File: src/sv/edf_pkg.sv
package edf_pkg;

  localparam int unsigned MaxTasks = 8;
  localparam int unsigned TimeBits = 16;
  localparam int unsigned IdxBits  = $clog2(MaxTasks);
  localparam int unsigned CntBits  = 4;

  typedef logic [TimeBits-1:0] time_t;
  typedef logic [IdxBits-1:0]  idx_t;

  typedef struct packed {
    time_t budget;
    time_t deadline;
    time_t period;
    time_t countdown;
    time_t left;
    time_t phase;
  } entry_t;

  typedef struct packed {
    logic   en;
    idx_t   idx;
    entry_t entry;
  } wr_req_t;

  localparam logic REQ_LOAD = 1'b0;
  localparam logic REQ_TICK = 1'b1;

endpackage

File: src/sv/edf_tick_scheduler_top.sv
// channel   | dir | tdata (low bit up)                                   | tuser
// s_axis    | in  | task_index 3, exec_budget 16, rel_deadline 16,      | req_type
//           |     | period_len 16, zero pad to 56                        |
// m_axis    | out | run_task 3, zero pad to 8                            | idle
// cfg       | in  | tasks_in_use 4, write when cfg_we_i high             | -
// a load item: transfer, then done state, then result register
// a tick, n = tasks in use capped at eight (none: straight to done): one shared compare
// unit scans the entries one per cycle, then one update unit advances them one per cycle
// reset clears all entries (period one), tasks in use to one, no result pending
// a stalled result holds the block in its final state until taken
module edf_tick_scheduler_top
  import edf_pkg::*;
(
  input  logic        clk_i,
  input  logic        rst_ni,
  input  logic        cfg_we_i,
  input  logic [3:0]  cfg_wdata_i,     // tasks_in_use
  input  logic        s_axis_tvalid,
  output logic        s_axis_tready,
  input  logic [55:0] s_axis_tdata,    // task_index, exec_budget, rel_deadline, period_len
  input  logic        s_axis_tuser,    // req_type
  output logic        m_axis_tvalid,
  input  logic        m_axis_tready,
  output logic [7:0]  m_axis_tdata,    // run_task
  output logic        m_axis_tuser     // idle
);

  localparam logic [1:0] ST_IDLE = 2'd0;
  localparam logic [1:0] ST_SCAN = 2'd1;
  localparam logic [1:0] ST_ADV  = 2'd2;
  localparam logic [1:0] ST_DONE = 2'd3;

  logic [1:0]         state_q, state_d;
  logic [CntBits-1:0] tasks_q;
  idx_t               idx_q, idx_d;
  idx_t               best_q, best_d;
  time_t              best_cd_q, best_cd_d;
  logic               found_q, found_d;
  logic               out_valid_q, out_valid_d;
  idx_t               out_task_q, out_task_d;
  logic               out_idle_q, out_idle_d;

  logic [CntBits-1:0] n_act;
  idx_t               n_last;
  logic               s_fire;
  entry_t             rd_entry;
  entry_t             upd;
  wr_req_t            wr_req;
  time_t              last_phase;
  logic               can_emit;

  assign n_act  = (tasks_q > CntBits'(MaxTasks)) ? CntBits'(MaxTasks) : tasks_q;
  assign n_last = idx_t'(n_act - CntBits'(1));

  assign s_axis_tready = (state_q == ST_IDLE);
  assign s_fire        = s_axis_tvalid && s_axis_tready;
  assign can_emit      = !out_valid_q || m_axis_tready;

  edf_task_file u_file (
    .clk_i      (clk_i),
    .rst_ni     (rst_ni),
    .rd_idx_i   (idx_q),
    .rd_entry_o (rd_entry),
    .wr_i       (wr_req)
  );

  // update of one entry at the end of a tick
  always_comb begin
    upd        = rd_entry;
    last_phase = rd_entry.period - time_t'(1);
    if (rd_entry.phase == last_phase) begin
      upd.countdown = rd_entry.deadline;
      upd.left      = rd_entry.budget;
      upd.phase     = '0;
    end else begin
      if (rd_entry.countdown != '0) begin
        upd.countdown = rd_entry.countdown - time_t'(1);
      end
      upd.phase = rd_entry.phase + time_t'(1);
      if (found_q && (best_q == idx_q)) begin
        upd.left = rd_entry.left - time_t'(1);
      end
    end
  end

  always_comb begin
    state_d     = state_q;
    idx_d       = idx_q;
    best_d      = best_q;
    best_cd_d   = best_cd_q;
    found_d     = found_q;
    out_valid_d = out_valid_q;
    out_task_d  = out_task_q;
    out_idle_d  = out_idle_q;
    wr_req      = '0;

    if (out_valid_q && m_axis_tready) begin
      out_valid_d = 1'b0;
    end

    case (state_q)
      ST_IDLE: begin
        if (s_fire) begin
          idx_d   = '0;
          found_d = 1'b0;
          best_d  = '0;
          if (s_axis_tuser == REQ_LOAD) begin
            wr_req.en              = 1'b1;
            wr_req.idx             = s_axis_tdata[2:0];
            wr_req.entry.budget    = s_axis_tdata[18:3];
            wr_req.entry.deadline  = s_axis_tdata[34:19];
            wr_req.entry.period    = s_axis_tdata[50:35];
            wr_req.entry.left      = s_axis_tdata[18:3];
            wr_req.entry.countdown = s_axis_tdata[34:19];
            wr_req.entry.phase     = '0;
            state_d                = ST_DONE;
          end else if (n_act == '0) begin
            state_d = ST_DONE;
          end else begin
            state_d = ST_SCAN;
          end
        end
      end
      ST_SCAN: begin
        if ((rd_entry.left != '0) && (!found_q || (rd_entry.countdown < best_cd_q))) begin
          found_d   = 1'b1;
          best_d    = idx_q;
          best_cd_d = rd_entry.countdown;
        end
        if (idx_q == n_last) begin
          idx_d   = '0;
          state_d = ST_ADV;
        end else begin
          idx_d = idx_q + idx_t'(1);
        end
      end
      ST_ADV: begin
        wr_req.en    = 1'b1;
        wr_req.idx   = idx_q;
        wr_req.entry = upd;
        if (idx_q == n_last) begin
          state_d = ST_DONE;
        end else begin
          idx_d = idx_q + idx_t'(1);
        end
      end
      ST_DONE: begin
        if (can_emit) begin
          out_valid_d = 1'b1;
          out_task_d  = found_q ? best_q : '0;
          out_idle_d  = !found_q;
          state_d     = ST_IDLE;
        end
      end
      default: begin
        state_d = ST_IDLE;
      end
    endcase
  end

  always_ff @(posedge clk_i or negedge rst_ni) begin
    if (!rst_ni) begin
      state_q     <= ST_IDLE;
      tasks_q     <= CntBits'(1);
      idx_q       <= '0;
      best_q      <= '0;
      found_q     <= 1'b0;
      out_valid_q <= 1'b0;
    end else begin
      state_q     <= state_d;
      idx_q       <= idx_d;
      best_q      <= best_d;
      found_q     <= found_d;
      out_valid_q <= out_valid_d;
      if (cfg_we_i) begin
        tasks_q <= cfg_wdata_i;
      end
    end
  end

  always_ff @(posedge clk_i) begin
    best_cd_q  <= best_cd_d;
    out_task_q <= out_task_d;
    out_idle_q <= out_idle_d;
  end

  assign m_axis_tvalid = out_valid_q;
  assign m_axis_tdata  = {5'd0, out_task_q};
  assign m_axis_tuser  = out_idle_q;

  a_idx_range: assert property (@(posedge clk_i) disable iff (!rst_ni)
    (state_q == ST_SCAN || state_q == ST_ADV) |-> (idx_q <= n_last))
    else $error("entry counter beyond tasks in use");

  a_best_seen: assert property (@(posedge clk_i) disable iff (!rst_ni)
    (state_q == ST_SCAN && found_q) |-> (best_q < idx_q))
    else $error("chosen task not yet scanned");

  a_idle_zero: assert property (@(posedge clk_i) disable iff (!rst_ni)
    (m_axis_tvalid && m_axis_tuser) |-> (m_axis_tdata == 8'd0))
    else $error("idle result carries a task number");

  a_no_accept_busy: assert property (@(posedge clk_i) disable iff (!rst_ni)
    s_fire |=> (state_q != ST_IDLE))
    else $error("accepted item did not start work");

endmodule

File: src/sv/edf_task_file.sv
module edf_task_file
  import edf_pkg::*;
(
  input  logic    clk_i,
  input  logic    rst_ni,
  input  idx_t    rd_idx_i,
  output entry_t  rd_entry_o,
  input  wr_req_t wr_i
);

  entry_t tbl_q [MaxTasks];

  always_ff @(posedge clk_i or negedge rst_ni) begin
    if (!rst_ni) begin
      for (int unsigned i = 0; i < MaxTasks; i++) begin
        tbl_q[i] <= '{period: time_t'(1), default: '0};
      end
    end else if (wr_i.en) begin
      tbl_q[wr_i.idx] <= wr_i.entry;
    end
  end

  assign rd_entry_o = tbl_q[rd_idx_i];

endmodule
File: config.mk
export PLATFORM = sky130hd
export DESIGN_NAME = edf_tick_scheduler_top
export DESIGN_NICKNAME = d
export VERILOG_FILES = /design/src/sv/edf_pkg.sv /design/src/sv/edf_tick_scheduler_top.sv /design/src/sv/edf_task_file.sv
export SDC_FILE = /design/constraint.sdc
export NUM_CORES = 1
export LEC_CHECK = 0
export BUFFER_PORTS_ARGS = -buffer_cell sky130_fd_sc_hd__buf_4
export CAP_MARGIN = 10
export CORE_UTILIZATION = 45
export DETAILED_ROUTE_END_ITERATION = 12
export PLACE_DENSITY = 0.56
export RECOVER_POWER = 100
export SYNTH_ARGS = -nofsm -noshare
export SYNTH_HDL_FRONTEND = slang
export SYNTH_SLANG_ARGS = --single-unit
File: constraint.sdc
create_clock -name clk_i -period 6.7 [get_ports clk_i]
set_input_delay 1.005 -clock clk_i [delete_from_list [all_inputs] [get_ports clk_i]]
set_output_delay 1.005 -clock clk_i [all_outputs]
set_load 0.01 [all_outputs]
==> flow_summary.json <==
{
  "via_per_inst": 6.13,
  "p_leak_nw": 18.3,
  "syn_to_final_growth_pct": 9.67,
  "coreArea_sq_mm": 0.0885,
  "grt_pass1_vias": 30300,
  "avgSynthCellArea_sq_um": 11.0,
  "io_pins": 77,
  "hpwlAfterDp_mm": 70.5,
  "worst_slew_pin_slew_ns": 4.60,
  "synth_cells": 3676,
  "grt_max_degree": 180,
  "fin_crit_sh_pct": 87.8,
  "synth_top_area_share_pct": 48.0,
  "hold_buffers": 0,
  "finish.net_count": 3681,
  "status": "finished with violations",
  "yosys_warnings": 0,
  "cts_setup_buffers": 0,
  "drc": 17,
  "synth_area_sq_mm": 0.0403,
  "grt_pass1_wl_mm": 178,
  "finish.utilization_pct": 49.9,
  "routed_wl_mm": 113,
  "gp_congestion": 0.872,
  "finalMaxSlewViolations": 694,
  "drv_cap": 12,
  "drt_iter0_markers": 2486,
  "dieHeight_microns": 301,
  "die-area_sq_mm": 0.0907,
  "worstSetupStartpointType": "flop",
  "overflow": 0,
  "wl_per_cell_microns": 23.5,
  "fillers": 7725,
  "grt_setup_unrepaired": "false",
  "num_vias": 29600,
  "cts_buffer_depth": 3,
  "setup_violations": 0,
  "netlist_top_cells_area": "dfrtp_1 48%, mux4_2 10%, nand2_1 6.7%",
  "hold_path.class": "flop to flop",
  "cp-end-kind": "flop",
  "htreeDepth": 3,
  "cts_tree": "built",
  "post_cts_resize_count": 0,
  "cts.sinks": 802,
  "skew_ns": 0.0329,
  "ys_seq_elements": 802,
  "critical_path_required_ns": 7.22,
  "synth_edf_count": 20,
  "path_max_fanout": 71,
  "clk_pin_slew_ns": 0.06,
  "yosys_most_used_dff": "dfrtp_1",
  "rows": 109,
  "synthMostInstantiatedCell": "dfrtp_1",
  "synth_commonest_cells": "773 x dfrtp_1, 719 x nand2_1, 336 x o31ai_1",
  "first_pass_iters": 10,
  "yosys.area.top_type": "dfrtp_1",
  "worstPathArrival_ns": 6.40,
  "numPortBuffers": 66,
  "numCtsBuffers": 88,
  "die_x_microns": 301,
  "fmax_mhz": 170,
  "ant_nets": 0,
  "power_density_mw_per_mm2": 434,
  "fin_crit_ns": 5.88,
  "ys_async_sr_fraction_pct": 97.5,
  "crit_type": "flop to flop",
  "hold_viol": 0,
  "antenna_found_initial": 2,
  "cts_root_buffer": "clkbuf_16",
  "ys_seq_area_share_pct": 50.1,
  "ys_types": 101,
  "start_util_pct": 45.5,
  "drive_above_1_share_pct": 15.6,
  "slew_headroom_pct": -207,
  "clk_latency_ns": 0.65,
  "track_usage_pct": 25.3,
  "tns_ns": 0,
  "violations": "DRC, capacitance limit, slew limit",
  "peakVddDrop_v": 0.000442
}
-- routing by layer --
metal	vias up	wire length [microns]	global-route usage, %
met5	-	0	0
met1	15100	51000	36.1
met4	0	2140	6.49
met3	169	7080	3.76
li1	13300	-	-
met2	947	53200	40.3
-- report_power, final --
part	total, mW	switching [mW]	internal [mW]
Clock	4.96	1.99	2.96
Sequential	6.45	0.586	5.86
Combinational	7.76	5.04	2.73
-- cells in the final DEF (no fill, tap or decap), types with 22 or more instances in the layout --
master	count
mux2_2	38
clkbuf_1	32
ha_1	24
o31ai_1	348
inv_1	39
o21a_1	22
a22oi_1	27
buf_4	95
nor2_1	167
nand3_1	53
nand4_1	22
xnor2_1	42
clkbuf_16	92
and3_1	23
nand2_1	717
a21oi_1	112
o21ai_0	305
a21o_1	22
o211ai_1	26
mux4_2	185
dfrtp_1	771
mux2i_1	74
nor3_1	35
-- stage by stage --
step           hold slack [ns]  instance area, sq um  std cells  setup slack (ns)  power [mW]
2_1_floorplan            0.438                 40300       3680             0.958        12.1
3_3_place_gp             0.450                 41500       4665              1.53        14.0
3_5_place_dp             0.458                 41500       4665              1.41        14.3
4_1_cts                  0.350                 44400       4825              1.41        19.3
5_1_grt                  0.493                 44200       4826             0.575        20.3
6_report                 0.470                 44200       4826             0.815        19.2
-- worst max-delay path, stage by stage, from the launching register on --
cell	delay, ns
dfrtp_1	0.41
inv_1	0.13
ha_1	0.60
and3b_1	1.13
a22o_1	0.56
nand3_2	1.55
clkbuf_2	0.90
o21ai_0	0.39
-- layout make-up --
type / instances / area, sq um / area share (%)
Antenna cell: 1 / 2.50 / 0.00566
Clock buffer: 130 / 2650 / 5.99
Clock inverter: 30 / 327 / 0.739
Inverter: 41 / 154 / 0.348
Multi-Input combinational cell: 2524 / 18300 / 41.3
Sequential cell: 802 / 20200 / 45.7
Tap cell: 1165 / 1460 / 3.30
Timing Repair Buffer: 133 / 1140 / 2.58
-- final timing paths --
kind	startpoint	end	slack [ns]	cells past startpoint
max reg2reg	state_q[0]	u_file.tbl_q[448]	0.82	7
max in group asynchronous	rst_ni	u_file.tbl_q[50]	1.86	2
min	u_file.tbl_q[705]	u_file.tbl_q[705]	0.47	2
min in group asynchronous	rst_ni	u_file.tbl_q[250]	2.01	1
min reg2reg	u_file.tbl_q[705]	u_file.tbl_q[705]	0.47	2
max	state_q[0]	u_file.tbl_q[448]	0.82	7
-- cells by family after synthesis --
kind of cell / after synthesis / share of synthesized area (%)
other: 1 / 0.00931
and+or+nand+nor: 1115 / 12.0
buffers and inverters: 354 / 4.47
DFF: 802 / 50.1
xor gates and xnor gates: 63 / 1.37
adders and majority gates: 25 / 0.777
muxes: 312 / 13.8
AOI/OAI and AO/OA: 1004 / 17.6
-- state kept, by name, indices dropped and copies added, names as in the netlist --
name / count
u_file.tbl_q: 768
best_cd_q: 16
idx_q: 3
best_q: 3
tasks_q: 4
out_task_q: 3
found_q: 1
m_axis_tuser: 1
state_q: 2
m_axis_tvalid: 1
Note: power is estimated with default switching activity, not from simulation.
